<file path="src/rtl/stb_pkg.sv">
`timescale 1ns / 1ps
`default_nettype none
// ----------------------------------------------------------------------------
// stb_pkg: shared types and constants of the source byte tokenizer
// Token kinds, character codes, default widths and small helpers used by
// the scanner front end, the token queue and the output back end.
// ----------------------------------------------------------------------------
package stb_pkg;

  localparam int unsigned OFFSET_BITS_DEF   = 24;
  localparam int unsigned POSITION_BITS_DEF = 16;
  localparam int unsigned FIFO_DEPTH_DEF    = 4;

  // tokens per queue entry: one input byte yields at most this many
  localparam int unsigned MAX_TOKENS = 3;
  localparam int unsigned CNT_BITS   = 2;
  localparam int unsigned KIND_BITS  = 3;

  typedef enum logic [KIND_BITS-1:0] {
    KIND_IDENT  = 3'd0,
    KIND_NUMBER = 3'd1,
    KIND_STRING = 3'd2,
    KIND_SYMBOL = 3'd3,
    KIND_EOF    = 3'd4,
    KIND_ERROR  = 3'd5
  } kind_e;

  localparam logic [7:0] CH_DOLLAR = 8'h24;
  localparam logic [7:0] CH_UNDER  = 8'h5f;
  localparam logic [7:0] CH_QUOTE  = 8'h22;
  localparam logic [7:0] CH_NL     = 8'h0a;
  localparam logic [7:0] CH_TAB    = 8'h09;
  localparam logic [7:0] CH_CR     = 8'h0d;
  localparam logic [7:0] CH_SPACE  = 8'h20;

  typedef struct packed {
    logic empty;
    logic full;
  } fifo_status_t;

  function automatic int unsigned token_bits(input int unsigned ob, input int unsigned pb);
    return KIND_BITS + 2 * ob + 2 * pb;
  endfunction

  function automatic int unsigned bundle_bits(input int unsigned ob, input int unsigned pb);
    return CNT_BITS + MAX_TOKENS * token_bits(ob, pb);
  endfunction

  function automatic logic is_letter(input logic [7:0] b);
    return (b >= 8'h41 && b <= 8'h5a) || (b >= 8'h61 && b <= 8'h7a) || b == CH_UNDER;
  endfunction

  function automatic logic is_digit(input logic [7:0] b);
    return b >= 8'h30 && b <= 8'h39;
  endfunction

endpackage
`default_nettype wire

</file>
<file path="src/rtl/stb_front.sv">
`timescale 1ns / 1ps
`default_nettype none
// ----------------------------------------------------------------------------
// stb_front: scanner front end
// Takes one source byte per beat, updates the scan mode and position
// counters, and pushes the tokens that byte closes as one queue entry.
// ----------------------------------------------------------------------------
module stb_front #(
  parameter int unsigned OFFSET_BITS   = stb_pkg::OFFSET_BITS_DEF,
  parameter int unsigned POSITION_BITS = stb_pkg::POSITION_BITS_DEF
) (
  input  wire logic                   clk_i,
  input  wire logic                   rst_ni,
  input  wire logic [7:0]             source_byte_i,
  input  wire logic                   end_of_source_i,
  input  wire logic                   in_valid_i,
  output logic                        in_stall_o,
  input  wire stb_pkg::fifo_status_t  fifo_status_i,
  output logic                        push_o,
  output logic [stb_pkg::bundle_bits(OFFSET_BITS, POSITION_BITS)-1:0] push_data_o
);

  localparam logic [2:0] MODE_IDLE   = 3'd0;
  localparam logic [2:0] MODE_IDENT  = 3'd1;
  localparam logic [2:0] MODE_NUMBER = 3'd2;
  localparam logic [2:0] MODE_STRING = 3'd3;
  localparam logic [2:0] MODE_DOLLAR = 3'd4;

  localparam logic [POSITION_BITS-1:0] POS_ONE = POSITION_BITS'(1);
  localparam logic [POSITION_BITS-1:0] POS_MAX = '1;
  localparam logic [OFFSET_BITS-1:0]   OFF_ONE = OFFSET_BITS'(1);

  typedef struct packed {
    stb_pkg::kind_e             kind;
    logic [OFFSET_BITS-1:0]     off;
    logic [OFFSET_BITS-1:0]     len;
    logic [POSITION_BITS-1:0]   row;
    logic [POSITION_BITS-1:0]   col;
  } tok_t;

  typedef struct packed {
    logic [stb_pkg::CNT_BITS-1:0]   cnt;
    tok_t [stb_pkg::MAX_TOKENS-1:0] tok;
  } bundle_t;

  logic [2:0]               mode_q, mode_d;
  logic [OFFSET_BITS-1:0]   beg_off_q, beg_off_d;
  logic [POSITION_BITS-1:0] beg_row_q, beg_row_d;
  logic [POSITION_BITS-1:0] beg_col_q, beg_col_d;
  logic [OFFSET_BITS-1:0]   off_q, off_d;
  logic [POSITION_BITS-1:0] row_q, row_d;
  logic [POSITION_BITS-1:0] col_q, col_d;
  bundle_t                  bundle;
  logic                     accept;

  function automatic tok_t make_tok(input stb_pkg::kind_e k, input logic [OFFSET_BITS-1:0] o,
                                    input logic [OFFSET_BITS-1:0] l,
                                    input logic [POSITION_BITS-1:0] r,
                                    input logic [POSITION_BITS-1:0] c);
    tok_t t;
    t.kind = k;
    t.off  = o;
    t.len  = l;
    t.row  = r;
    t.col  = c;
    return t;
  endfunction

  assign in_stall_o = fifo_status_i.full;
  assign accept     = in_valid_i && !in_stall_o;

  always_comb begin
    logic       consumed;
    logic       letter;
    logic       digit;
    logic [1:0] n;
    logic [7:0] b;
    b         = source_byte_i;
    letter    = stb_pkg::is_letter(b);
    digit     = stb_pkg::is_digit(b);
    consumed  = 1'b0;
    n         = 2'd0;
    bundle    = '0;
    mode_d    = mode_q;
    beg_off_d = beg_off_q;
    beg_row_d = beg_row_q;
    beg_col_d = beg_col_q;

    // close or extend the open token
    unique case (mode_q)
      MODE_IDENT: begin
        if (letter || digit) begin
          consumed = 1'b1;
        end else begin
          bundle.tok[n] = make_tok(stb_pkg::KIND_IDENT, beg_off_q, off_q - beg_off_q,
                                   beg_row_q, beg_col_q);
          n = n + 2'd1;
          mode_d = MODE_IDLE;
        end
      end
      MODE_NUMBER: begin
        if (digit) begin
          consumed = 1'b1;
        end else begin
          bundle.tok[n] = make_tok(stb_pkg::KIND_NUMBER, beg_off_q, off_q - beg_off_q,
                                   beg_row_q, beg_col_q);
          n = n + 2'd1;
          mode_d = MODE_IDLE;
        end
      end
      MODE_STRING: begin
        consumed = 1'b1;
        if (b == stb_pkg::CH_QUOTE) begin
          bundle.tok[n] = make_tok(stb_pkg::KIND_STRING, beg_off_q,
                                   off_q + OFF_ONE - beg_off_q, beg_row_q, beg_col_q);
          n = n + 2'd1;
          mode_d = MODE_IDLE;
        end
      end
      MODE_DOLLAR: begin
        if (letter) begin
          consumed = 1'b1;
          mode_d   = MODE_IDENT;
        end else begin
          bundle.tok[n] = make_tok(stb_pkg::KIND_SYMBOL, beg_off_q, OFF_ONE,
                                   beg_row_q, beg_col_q);
          n = n + 2'd1;
          mode_d = MODE_IDLE;
        end
      end
      default: mode_d = MODE_IDLE;
    endcase

    // start a new token, or emit a one-byte symbol, on a byte the open token did not take
    if (!consumed) begin
      if (b == stb_pkg::CH_NL || b == stb_pkg::CH_SPACE || b == stb_pkg::CH_TAB ||
          b == stb_pkg::CH_CR) begin
        // whitespace: skip
      end else if (b == stb_pkg::CH_DOLLAR || letter || digit || b == stb_pkg::CH_QUOTE) begin
        if (b == stb_pkg::CH_DOLLAR) mode_d = MODE_DOLLAR;
        else if (letter)             mode_d = MODE_IDENT;
        else if (digit)              mode_d = MODE_NUMBER;
        else                         mode_d = MODE_STRING;
        beg_off_d = off_q;
        beg_row_d = row_q;
        beg_col_d = col_q;
      end else begin
        bundle.tok[n] = make_tok(stb_pkg::KIND_SYMBOL, off_q, OFF_ONE, row_q, col_q);
        n = n + 2'd1;
      end
    end

    off_d = off_q + OFF_ONE;
    if (b == stb_pkg::CH_NL) begin
      row_d = (row_q != POS_MAX) ? row_q + POS_ONE : row_q;
      col_d = POS_ONE;
    end else begin
      row_d = row_q;
      col_d = (col_q != POS_MAX) ? col_q + POS_ONE : col_q;
    end

    // last byte: flush open token, add end marker (open string: error token only), reset
    if (end_of_source_i) begin
      if (mode_d == MODE_STRING) begin
        bundle.tok[n] = make_tok(stb_pkg::KIND_ERROR, beg_off_d, off_d - beg_off_d,
                                 beg_row_d, beg_col_d);
        n = n + 2'd1;
      end else begin
        if (mode_d == MODE_IDENT || mode_d == MODE_NUMBER) begin
          bundle.tok[n] = make_tok((mode_d == MODE_IDENT) ? stb_pkg::KIND_IDENT
                                                          : stb_pkg::KIND_NUMBER,
                                   beg_off_d, off_d - beg_off_d, beg_row_d, beg_col_d);
          n = n + 2'd1;
        end else if (mode_d == MODE_DOLLAR) begin
          bundle.tok[n] = make_tok(stb_pkg::KIND_SYMBOL, beg_off_d, OFF_ONE,
                                   beg_row_d, beg_col_d);
          n = n + 2'd1;
        end
        bundle.tok[n] = make_tok(stb_pkg::KIND_EOF, off_d, '0, row_d, col_d);
        n = n + 2'd1;
      end
      mode_d    = MODE_IDLE;
      beg_off_d = '0;
      beg_row_d = POS_ONE;
      beg_col_d = POS_ONE;
      off_d     = '0;
      row_d     = POS_ONE;
      col_d     = POS_ONE;
    end

    bundle.cnt = n;
  end

  assign push_o      = accept && (bundle.cnt != '0);
  assign push_data_o = bundle;

  always_ff @(posedge clk_i or negedge rst_ni) begin
    if (!rst_ni) begin
      mode_q    <= MODE_IDLE;
      beg_off_q <= '0;
      beg_row_q <= POS_ONE;
      beg_col_q <= POS_ONE;
      off_q     <= '0;
      row_q     <= POS_ONE;
      col_q     <= POS_ONE;
    end else if (accept) begin
      mode_q    <= mode_d;
      beg_off_q <= beg_off_d;
      beg_row_q <= beg_row_d;
      beg_col_q <= beg_col_d;
      off_q     <= off_d;
      row_q     <= row_d;
      col_q     <= col_d;
    end
  end

endmodule
`default_nettype wire

</file>
<file path="src/rtl/stb_fifo.sv">
`timescale 1ns / 1ps
`default_nettype none
// ----------------------------------------------------------------------------
// stb_fifo: token queue
// Short first-in first-out queue of token groups between the scanner and
// the output stage; push and pop may happen in the same cycle.
// ----------------------------------------------------------------------------
module stb_fifo #(
  parameter int unsigned DATA_W = 8,
  parameter int unsigned DEPTH  = stb_pkg::FIFO_DEPTH_DEF
) (
  input  wire logic                  clk_i,
  input  wire logic                  rst_ni,
  input  wire logic                  push_i,
  input  wire logic [DATA_W-1:0]     push_data_i,
  input  wire logic                  pop_i,
  output logic [DATA_W-1:0]          head_data_o,
  output stb_pkg::fifo_status_t      status_o
);

  localparam int unsigned PTR_W = (DEPTH > 1) ? $clog2(DEPTH) : 1;
  localparam int unsigned CNT_W = $clog2(DEPTH + 1);

  logic [DATA_W-1:0] mem_q [DEPTH];
  logic [PTR_W-1:0]  wr_ptr_q, wr_ptr_d;
  logic [PTR_W-1:0]  rd_ptr_q, rd_ptr_d;
  logic [CNT_W-1:0]  count_q, count_d;
  logic              do_push, do_pop;

  assign status_o.empty = (count_q == '0);
  assign status_o.full  = (count_q == CNT_W'(DEPTH));
  assign do_push        = push_i && !status_o.full;
  assign do_pop         = pop_i && !status_o.empty;
  assign head_data_o    = mem_q[rd_ptr_q];

  always_comb begin
    wr_ptr_d = wr_ptr_q;
    rd_ptr_d = rd_ptr_q;
    count_d  = count_q;
    if (do_push) begin
      wr_ptr_d = (wr_ptr_q == PTR_W'(DEPTH - 1)) ? '0 : wr_ptr_q + PTR_W'(1);
    end
    if (do_pop) begin
      rd_ptr_d = (rd_ptr_q == PTR_W'(DEPTH - 1)) ? '0 : rd_ptr_q + PTR_W'(1);
    end
    if (do_push && !do_pop) begin
      count_d = count_q + CNT_W'(1);
    end else if (do_pop && !do_push) begin
      count_d = count_q - CNT_W'(1);
    end
  end

  always_ff @(posedge clk_i or negedge rst_ni) begin
    if (!rst_ni) begin
      wr_ptr_q <= '0;
      rd_ptr_q <= '0;
      count_q  <= '0;
    end else begin
      wr_ptr_q <= wr_ptr_d;
      rd_ptr_q <= rd_ptr_d;
      count_q  <= count_d;
    end
  end

  always_ff @(posedge clk_i) begin
    if (do_push) begin
      mem_q[wr_ptr_q] <= push_data_i;
    end
  end

endmodule
`default_nettype wire

</file>
<file path="src/rtl/stb_back.sv">
`timescale 1ns / 1ps
`default_nettype none
// ----------------------------------------------------------------------------
// stb_back: token output stage
// Walks the tokens of the queue head one per beat into the output register
// and pops the entry with its last token, which carries last_of_run.
// ----------------------------------------------------------------------------
module stb_back #(
  parameter int unsigned OFFSET_BITS   = stb_pkg::OFFSET_BITS_DEF,
  parameter int unsigned POSITION_BITS = stb_pkg::POSITION_BITS_DEF
) (
  input  wire logic                   clk_i,
  input  wire logic                   rst_ni,
  input  wire logic [stb_pkg::bundle_bits(OFFSET_BITS, POSITION_BITS)-1:0] head_data_i,
  input  wire stb_pkg::fifo_status_t  fifo_status_i,
  output logic                        pop_o,
  output logic                        out_valid_o,
  input  wire logic                   out_stall_i,
  output logic [2:0]                  token_kind_o,
  output logic [OFFSET_BITS-1:0]      start_offset_o,
  output logic [OFFSET_BITS-1:0]      token_length_o,
  output logic [POSITION_BITS-1:0]    start_row_o,
  output logic [POSITION_BITS-1:0]    start_col_o,
  output logic                        last_of_run_o
);

  typedef struct packed {
    stb_pkg::kind_e             kind;
    logic [OFFSET_BITS-1:0]     off;
    logic [OFFSET_BITS-1:0]     len;
    logic [POSITION_BITS-1:0]   row;
    logic [POSITION_BITS-1:0]   col;
  } tok_t;

  typedef struct packed {
    logic [stb_pkg::CNT_BITS-1:0]   cnt;
    tok_t [stb_pkg::MAX_TOKENS-1:0] tok;
  } bundle_t;

  bundle_t                      head;
  tok_t                         sel;
  logic [stb_pkg::CNT_BITS-1:0] idx_q, idx_d;
  logic                         valid_q, valid_d;
  logic                         load;
  logic                         last_tok;
  tok_t                         tok_q;
  logic                         last_q;

  assign head     = bundle_t'(head_data_i);
  assign sel      = head.tok[idx_q];
  assign last_tok = (idx_q == head.cnt - stb_pkg::CNT_BITS'(1));
  assign load     = !fifo_status_i.empty && (!valid_q || !out_stall_i);
  assign pop_o    = load && last_tok;

  always_comb begin
    idx_d   = idx_q;
    valid_d = valid_q;
    if (load) begin
      valid_d = 1'b1;
      idx_d   = last_tok ? '0 : idx_q + stb_pkg::CNT_BITS'(1);
    end else if (!out_stall_i) begin
      valid_d = 1'b0;
    end
  end

  always_ff @(posedge clk_i or negedge rst_ni) begin
    if (!rst_ni) begin
      idx_q   <= '0;
      valid_q <= 1'b0;
    end else begin
      idx_q   <= idx_d;
      valid_q <= valid_d;
    end
  end

  always_ff @(posedge clk_i) begin
    if (load) begin
      tok_q  <= sel;
      last_q <= last_tok;
    end
  end

  assign out_valid_o    = valid_q;
  assign token_kind_o   = tok_q.kind;
  assign start_offset_o = tok_q.off;
  assign token_length_o = tok_q.len;
  assign start_row_o    = tok_q.row;
  assign start_col_o    = tok_q.col;
  assign last_of_run_o  = last_q;

endmodule
`default_nettype wire

</file>
<file path="src/rtl/source_byte_tokenizer.sv">
`timescale 1ns / 1ps
`default_nettype none
// ----------------------------------------------------------------------------
// source_byte_tokenizer: streaming lexical tokenizer
// Groups source bytes into identifier, number, string, symbol, end and
// error tokens with start offset, length, row and column.
// ----------------------------------------------------------------------------
// The block takes one source byte per clock while the queue has room and emits
// one token per clock while tokens are queued and the output is not stalled.
// The scanner classifies each byte in the cycle it is accepted and writes the
// up to three tokens that byte closes as one entry of a four-deep queue; the
// output stage drains that queue one token per beat through an output
// register, so the input holds its full rate as long as the token count stays
// at one per byte on average and the queue has room. A token passes through a
// queue entry and the output register before it reaches the output. The byte
// flagged end_of_source closes any open token, adds the end (or error) token,
// and returns the scanner to offset 0, row 1, column 1 for the next source.
// ----------------------------------------------------------------------------
module source_byte_tokenizer #(
  parameter int unsigned OFFSET_BITS   = stb_pkg::OFFSET_BITS_DEF,
  parameter int unsigned POSITION_BITS = stb_pkg::POSITION_BITS_DEF
) (
  input  wire logic                   clk_i,
  input  wire logic                   rst_ni,
  input  wire logic                   in_valid_i,
  output logic                        in_stall_o,
  input  wire logic [7:0]             source_byte_i,
  input  wire logic                   end_of_source_i,
  output logic                        out_valid_o,
  input  wire logic                   out_stall_i,
  output logic [2:0]                  token_kind_o,
  output logic [OFFSET_BITS-1:0]      start_offset_o,
  output logic [OFFSET_BITS-1:0]      token_length_o,
  output logic [POSITION_BITS-1:0]    start_row_o,
  output logic [POSITION_BITS-1:0]    start_col_o,
  output logic                        last_of_run_o
);

  localparam int unsigned BUNDLE_W = stb_pkg::bundle_bits(OFFSET_BITS, POSITION_BITS);

  logic                  push;
  logic [BUNDLE_W-1:0]   push_data;
  logic                  pop;
  logic [BUNDLE_W-1:0]   head_data;
  stb_pkg::fifo_status_t fifo_status;

  stb_front #(
    .OFFSET_BITS   (OFFSET_BITS),
    .POSITION_BITS (POSITION_BITS)
  ) u_front (
    .clk_i           (clk_i),
    .rst_ni          (rst_ni),
    .source_byte_i   (source_byte_i),
    .end_of_source_i (end_of_source_i),
    .in_valid_i      (in_valid_i),
    .in_stall_o      (in_stall_o),
    .fifo_status_i   (fifo_status),
    .push_o          (push),
    .push_data_o     (push_data)
  );

  stb_fifo #(
    .DATA_W (BUNDLE_W),
    .DEPTH  (stb_pkg::FIFO_DEPTH_DEF)
  ) u_fifo (
    .clk_i       (clk_i),
    .rst_ni      (rst_ni),
    .push_i      (push),
    .push_data_i (push_data),
    .pop_i       (pop),
    .head_data_o (head_data),
    .status_o    (fifo_status)
  );

  stb_back #(
    .OFFSET_BITS   (OFFSET_BITS),
    .POSITION_BITS (POSITION_BITS)
  ) u_back (
    .clk_i          (clk_i),
    .rst_ni         (rst_ni),
    .head_data_i    (head_data),
    .fifo_status_i  (fifo_status),
    .pop_o          (pop),
    .out_valid_o    (out_valid_o),
    .out_stall_i    (out_stall_i),
    .token_kind_o   (token_kind_o),
    .start_offset_o (start_offset_o),
    .token_length_o (token_length_o),
    .start_row_o    (start_row_o),
    .start_col_o    (start_col_o),
    .last_of_run_o  (last_of_run_o)
  );

endmodule
`default_nettype wire

</file>
<file path="config.mk">
export PLATFORM = sky130hd
export DESIGN_NAME = source_byte_tokenizer
export DESIGN_NICKNAME = d
export VERILOG_FILES = /design/src/rtl/stb_pkg.sv /design/src/rtl/stb_front.sv /design/src/rtl/stb_fifo.sv /design/src/rtl/stb_back.sv /design/src/rtl/source_byte_tokenizer.sv
export SDC_FILE = /design/constraint.sdc
export NUM_CORES = 2
export LEC_CHECK = 0
export CAP_MARGIN = 5
export CORE_MARGIN = 2
export CORE_UTILIZATION = 64
export CTS_CLUSTER_DIAMETER = 200
export DETAILED_ROUTE_END_ITERATION = 10
export DONT_BUFFER_PORTS = 1
export PLACE_DENSITY = 0.82
export SETUP_SLACK_MARGIN = 0.4
export SYNTH_ARGS = -nofsm -noshare
export SYNTH_HDL_FRONTEND = slang
export SYNTH_SLANG_ARGS = --single-unit
</file>
<file path="constraint.sdc">
create_clock -name clk_i -period 12.65 [get_ports clk_i]
set_clock_uncertainty 0.1 [all_clocks]
set_input_delay 2.53 -clock clk_i [delete_from_list [all_inputs] [get_ports clk_i]]
set_output_delay 2.53 -clock clk_i [all_outputs]
set_load 0.01 [all_outputs]
</file>
# After elaboration in Yosys (flattened, before gate mapping)
# Memory sizes are Yosys's and may differ from the RTL's.
# Index checks and enable logic that the tools add are counted.
op_classes:
  addsub: 15
  order_cmp: 13
  eq_ne: 22
  n_mux: 86
  n_reduce_logical: 34
op_table:
  columns: ["op", "count"]
  rows:
  - ["$mux 249", 9]
  - ["$bwmux 249", 5]
  - ["$demux 83 s2", 3]
  - ["$mux 83", 4]
  - ["$pmux 83 s4", 1]
  - ["$mux 16", 14]
  - ["$bmux 83 s2", 1]
  - ["$mux 82", 2]
  - ["$mux 24", 5]
  - ["$mux 81", 1]
  - ["$mux 80", 1]
  - ["$sub 24x24->24", 3]
  - ["$mux 3", 11]
  - ["$add 16x1->16 const B", 2]
  - ["$ne 16x16->1 const B", 2]
  - ["$add 24x1->24 const B", 1]
  - ["$eq 8x4->1 const B", 3]
  - ["$eq 8x6->1 const B", 3]
  - ["$mux 2", 12]
  - ["$ge 8x7->1 const B", 2]
  - ["$le 8x7->1 const B", 2]
  - ["$logic_and 1x1->1", 14]
  - ["$mux 1", 14]
  - ["$add 2x1->2 const B", 6]
  - ["other kinds (21)", 49]
totals:
  regBits: 209
  ramBits: 1004
  in_bits: 13
  output_inout_bits: 86
  word_cells: 189
  mem_count: 1
memory_table:
  columns: ["memory", "depth", "width", "read_ports", "rd_ports_with_merged_regs", "wr", "line", "rtl"]
  rows:
  - ["u_fifo.mem_q", 4, 251, 1, 0, 1, "stb_fifo.sv:24", "logic [DATA_W-1:0] mem_q [DEPTH];"]

# Logic depth before layout (Yosys ltp)
logic_depth:
  depth_word: 26
  mapped_depth: 25
  mapped_depth_nobuf: 21

# By module
# From an unflattened synthesis, not the netlist that was laid out.
hier_totals:
  cells_unflattened: 3847
  hier_area_um2: 55777.2
by_module_without_submodules:
  columns: ["module", "instances", "cells_per_inst", "area_per_inst_um2", "seq_area_each_um2"]
  rows:
  - ["stb_fifo", 1, 1348, 36632.6, 30324.1]
  - ["stb_front", 1, 2118, 14701.6, 2882.8]
  - ["stb_back", 1, 381, 4443.0, 2597.5]

# Least setup slack after synthesis
# OpenSTA, ideal clock, no wires.
synth_timing:
  path_type: "input -> register"
  start: "input port source_byte_i[2]"
  end: "memory u_fifo.mem_q[0][0] (netlist name), enable pin"
  setup_ps: 644
  t_arrival_ps: 12244
  t_required_ps: 11906
  setup_slack_ps: -337
  stages: 20
  path_buffers: 4
  cell_sequence: "buf_2 or3b_2 nor4_2 a21oi_1 o22a_1 o32a_1 clkbuf_1 inv_1 buf_2 buf_1 ha_1 o21ai_0 ha_1 mux2i_1 ha_1 nand2_1 o211ai_1 o21ai_0 o21a_2 and2_1"
synth_between:
  elab_chain_len: 24
  elab_cells_between_ends: 67
  classes_between: "add/sub: 3; order compare: 6; eq/ne: 11; mux: 31; reduce/logical: 16"
synth_lines:
  columns: ["element", "line", "rtl"]
  rows:
  - ["start: declaration", "source_byte_tokenizer.sv:27", "input wire logic [7:0] source_byte_i,"]
  - ["$ge 8x7->1 or $le 8x7->1 (tied branches)", "stb_pkg.sv:50", "return (b >= 8'h41 && b <= 8'h5a) || (b >= 8'h61 && b <= 8'h7a) || b == CH_UNDER;"]
  - ["$logic_and 1x1->1", "stb_pkg.sv:50", null]
  - ["$logic_or 1x1->1 (2 in a row)", "stb_pkg.sv:50", null]
  - ["$logic_or 1x1->1", "stb_front.sv:92", "if (letter || digit) begin"]
  - ["$mux 1", "stb_front.sv:92", null]
  - ["$pmux 2 s4", "stb_front.sv:90", "unique case (mode_q)"]
  - ["$add 2x1->2", "stb_front.sv:149", "n = n + 2'd1;"]
  - ["$mux 2", "stb_front.sv:139", "end else if (b == stb_pkg::CH_DOLLAR || letter || digit || b == stb_pkg::CH_QUOTE) begin"]
  - ["(+9 left out)", null, null]
  - ["$mux 2 *", "stb_front.sv:163", "if (end_of_source_i) begin"]
  - ["via push_data[250]", "source_byte_tokenizer.sv:42", "logic [BUNDLE_W-1:0] push_data;"]
  - ["$reduce_bool 2->1 *", "stb_front.sv:194", "assign push_o = accept && (bundle.cnt != '0);"]
  - ["$logic_and 1x1->1 *", "stb_front.sv:194", null]
  - ["$logic_and 1x1->1 *", "stb_fifo.sv:32", "assign do_push = push_i && !status_o.full;"]
  - ["via u_fifo.do_push", "stb_fifo.sv:28", "logic do_push, do_pop;"]
  - ["$mux 1 *", "stb_fifo.sv:66", "if (do_push) begin"]
  - ["$mux 1 (not written as such) *", "stb_fifo.sv:67", "mem_q[wr_ptr_q] <= push_data_i;"]
  - ["end: declaration", "stb_fifo.sv:24", null]
# Mark *: on every way through the listed nets, which the timed path passes. The rest lies on a longest branch. The select of a mux whose other input is x is not followed.

# Worst setup path after layout
layout_timing:
  start: "input port source_byte_i[1]"
  end: "memory u_fifo.mem_q[0][186] (netlist name), data pin"
layout_between:
  elab_chain_len: 23
  elab_cells_between_ends: 92
  classes_between: "add/sub: 2; order compare: 12; eq/ne: 11; mux: 51; reduce/logical: 16"
layout_lines:
  columns: ["element", "line", "rtl"]
  rows:
  - ["$ge 8x7->1 or $le 8x7->1 (tied branches)", "stb_pkg.sv:50", null]
  - ["$logic_and 1x1->1", "stb_pkg.sv:50", null]
  - ["$logic_or 1x1->1 (2 in a row)", "stb_pkg.sv:50", null]
  - ["$logic_or 1x1->1", "stb_front.sv:92", null]
  - ["$mux 1", "stb_front.sv:92", null]
  - ["$pmux 2 s4", "stb_front.sv:90", null]
  - ["$add 2x1->2, or another cell as far along", "stb_front.sv:149", null]
  - ["$mux 2 or $logic_and 1x1->1 (tied branches)", "stb_front.sv:139, stb_front.sv:148", null]
  - ["(+7 left out)", null, null]
  - ["$lt 2x3->1 (not written as such), or another cell as far along", "stb_front.sv:179", "bundle.tok[n] = make_tok(stb_pkg::KIND_EOF, off_d, '0, row_d, col_d);"]
  - ["$logic_and 1x1->1 (not written as such) or $mux 249 (tied branches)", "stb_front.sv:179, stb_front.sv:169", null]
  - ["$mux 83 (not written as such) or $mux 249 (tied branches)", "stb_front.sv:179, stb_front.sv:164", null]
  - ["$demux 83 s2 or $mux 249 (tied branches)", null, null]
  - ["$bwmux 249", "stb_front.sv:179", null]
  - ["$mux 249", "stb_front.sv:164", "if (mode_d == MODE_STRING) begin"]
  - ["$mux 249 *", "stb_front.sv:163", null]
  - ["via push_data[186]", "source_byte_tokenizer.sv:42", null]
# Marked as above.

==> impl_results.md <==
* TritonCTS clock tree: yes
* Post-synthesis mux area share at 12.4%
* Vertical extent of the die at 304 um
* Count of H-tree levels built during CTS at 3
* Max-Cap Viols at 0
* Number of DRC violations after detailed routing at 0
* Most frequent standard cell in the layout excluding fill and tap cells: edfxtp_1
* Adder-Cell Fraction of Synth Area at 1.97%
* Core Box Area at 88600 um2
* Maximum resistive drop on vdd at 0.267 mV
* Data arrival time at the worst-slack endpoint at 9520 ps
* Share of the synthesized area in the top cell type at 56.8%
* Tightest Pin Transition at 1290 ps
* Fraction of layout instances using a drive strength above 1 at 14.0%
* Wire length of the first global-routing pass at 238000 um
* # setup viols final at 0
* Xor and xnor area share after synthesis at 1.69%
* Synthesized flop and latch total at 1213
* Main flop type after synthesis: edfxtp_1
* Worst-path cell chain: or3b_2 -> a21oi_1 -> o31ai_1 -> nand2_1 -> inv_1 -> o221ai_4 -> o211ai_4 -> buf_4 -> a21oi_4 -> mux2i_1 -> inv_1 -> ha_1 -> nand2_2 -> nand3_2 -> buf_4 -> o22ai_1 -> a222oi_1 -> nor2_1
* Post-synthesis instance area at 57500 um2
* Vias after detailed routing at 39100
* Latest clock arrival within the worst-skew pair at 730 ps
* Ports at 99
* Area share of and/or/nand/nor cells after synthesis at 7.47%
* Final worst setup slack at 3570 ps
* Final worst path period share at 71.8%
* Hold bufs inserted after CTS at 0
* Number of antenna violations at the first check in global routing at 6
* Number of global-route vias before repair at 38000
* Standard cell with the maximum stage delay on the critical path: nand3_2
* Clock slew seen by the registers of the worst setup and hold paths at 60 ps
* Cell type with the largest total area after synthesis: edfxtp_1
* Global route total overflow at 0
* Number of enable-type register cells in the synthesized netlist at 1088
* Layout filler cell count at 5549
* Growth of design area from synthesis to finish at 8.84%
* Pre-CTS WS at 3300 ps
* Number of hold-slack violations in the final timing report at 0
* Post-layout min period at 9080 ps
* Async S/R FF share, synth at 10.3%
* Buffers inserted by post-CTS timing repair at 0
* Sequential share of the synthesized area at 62.3%
* Clock tree root buffer cell: clkbuf_16
* Family with the most delay on the worst path: simple AND/OR/NAND/NOR gates
* Non-filler cells, final at 5346
* Total number of placement rows at 109
* Power per unit of standard cell area at 241 nW/um2
* CTS Sinks at 1213
* Starting density of the core at 64.8%
* Leakage power at 0.0217 uW
* Commonest cells after routing, fill and taps aside: edfxtp_1 (1088), nand2_1 (419), nor2_1 (272)
* Die Outline Area at 92200 um2
* Worst-case headroom to the max-slew limit at 14.2%
* Die W at 304 um
* Number of unique standard cell types used by synthesis at 98
* Setup TNS at 0 ps
* Deepest clock path buffer count at 3
* Drt pass-1 iters at 11
* # port buffers at 0
* Upper clock frequency limit at 110 MHz
* Number of design-rule violations left by the first detailed-router iteration at 6361
* GRT Total Usage at 34.2%
* Compound-cell area share of the yosys netlist at 11.4%
* Ratio of routed vias to standard cells at 7.31
* Unrepaired setup endpoints after global routing: no
* Maximum number of pins on one net before global-route repair at 144
* Net count after synthesis at 4305
* Dominant cells by area after synthesis: edfxtp_1 (57%), mux4_2 (9.8%), dfrtp_1 (5.3%)
* Critical path buffer and inverter count at 4
* Mean post-synth cell area at 13.7 um2
* Type of the worst setup path: in -> reg
* Endpoint type of the worst setup path: flip-flop
* Synth warnings at 0
* Largest driver fanout on the critical path at 47
* Final number of max-transition violations at 0
* Routed length per placed instance at 29.9 um
* Nets at 4176
* Startpoint type of the worst setup path: input port
* Number of gates resized after cts at 0
* Req. time, crit path at 13080 ps
* Total CTS buffers at 116
* Antenna-violating nets left at 0
* Final total power at 15000 uW
* Placed insts at 5122
* Slowest Stage Delay on Critical Path at 950 ps
* Combinational family with the most area after synthesis: multiplexers
* Post-synthesis cell count at 4204
* GPL Wtd Cong at 1.05
* Outcome: completed
* Detailed Place HPWL at 93300 um
* Worst slack on hold paths at 389 ps
* Final wirelength at 160000 um
* Worst Hold Class: reg -> reg
stage by stage:
step,instance area (um2),util (%)
2_1_floorplan,57500,-
3_3_place_gp,58500,66.0
3_5_place_dp,58500,66.0
4_1_cts,62600,70.6
5_1_grt,62600,70.6
6_report,62600,70.6
registers in the layout, summed over array words and instances, names as in the netlist, 2 cells and up:
register	flops
u_back.idx_q	2
u_back.start_col_o	16
u_back.start_offset_o	24
u_back.start_row_o	16
u_back.token_kind_o	3
u_back.token_length_o	24
u_fifo.count_q	3
u_fifo.mem_q	1004
u_fifo.rd_ptr_q	2
u_fifo.wr_ptr_q	2
u_front.beg_col_q	16
u_front.beg_off_q	24
u_front.beg_row_q	16
u_front.col_q	16
u_front.mode_q	3
u_front.off_q	24
u_front.row_q	16
metal layers:
layer	up-vias	wire length (um)	track usage (%)
met1	19100	57900	47.2
met5	-	104	0
met2	3252	72000	51.5
met4	10	7620	14.4
li1	16000	-	-
met3	648	22100	9.98
report_power, final:
group / internal, uW / total [uW] / switching (uW)
logic: 1930 / 5350 / 3420
clock network: 2150 / 3690 / 1540
registers: 5500 / 6010 / 516
total: 9570 / 15000 / 5480
cell families (layout without fill, tap and decap cells):
group,after synthesis,after routing
adders and majority gates,88,88
AOI/OAI and AO/OA,1023,1023
DFF,1213,1213
buffers and inverters,397,372
muxes,398,398
and+or+nand+nor,974,974
other,0,2
xor gates and xnor gates,111,111
worst paths after layout:
| kind | from | to | slack [ps] | cells after the start |
|---|---|---|---|---|
| min | u_fifo.count_q[2] | u_fifo.count_q[2] | 390 | 1 |
| min reg2reg | u_fifo.count_q[2] | u_fifo.count_q[2] | 390 | 1 |
| min in group asynchronous | rst_ni | u_back.out_valid_o | 1420 | 0 |
| max reg2reg | u_front.mode_q[1] | u_fifo.mem_q[0][186] | 4920 | 17 |
| max | source_byte_i[1] | u_fifo.mem_q[0][186] | 3570 | 18 |
| max in group asynchronous | rst_ni | u_front.beg_off_q[6] | 10650 | 0 |
synthesized netlist by cell type, types with 40 or more instances:
master and instances:
edfxtp_1 1088, nand2_1 423, nor2_1 275, o21ai_0 271, mux4_2 251, a21oi_1 249
clkbuf_1 210, mux2i_1 140, dfrtp_1 121, o22ai_1 97, ha_1 84, nand3_1 78
inv_1 75, xnor2_1 72, buf_1 67, a22o_1 51, buf_2 40
cell type report:
cell class / instances / area [um2] / area share, %
Tap cell: 1165 / 1460 / 2.33
Sequential cell: 1213 / 35800 / 57.3
Inverter: 76 / 288 / 0.460
Multi-Input combinational cell: 2594 / 20200 / 32.3
Antenna cell: 2 / 5.00 / 0.00800
Timing Repair Buffer: 74 / 693 / 1.11
Clock buffer: 144 / 3080 / 4.92
Clock inverter: 78 / 980 / 1.57
Power figures use the tool's default switching activity.
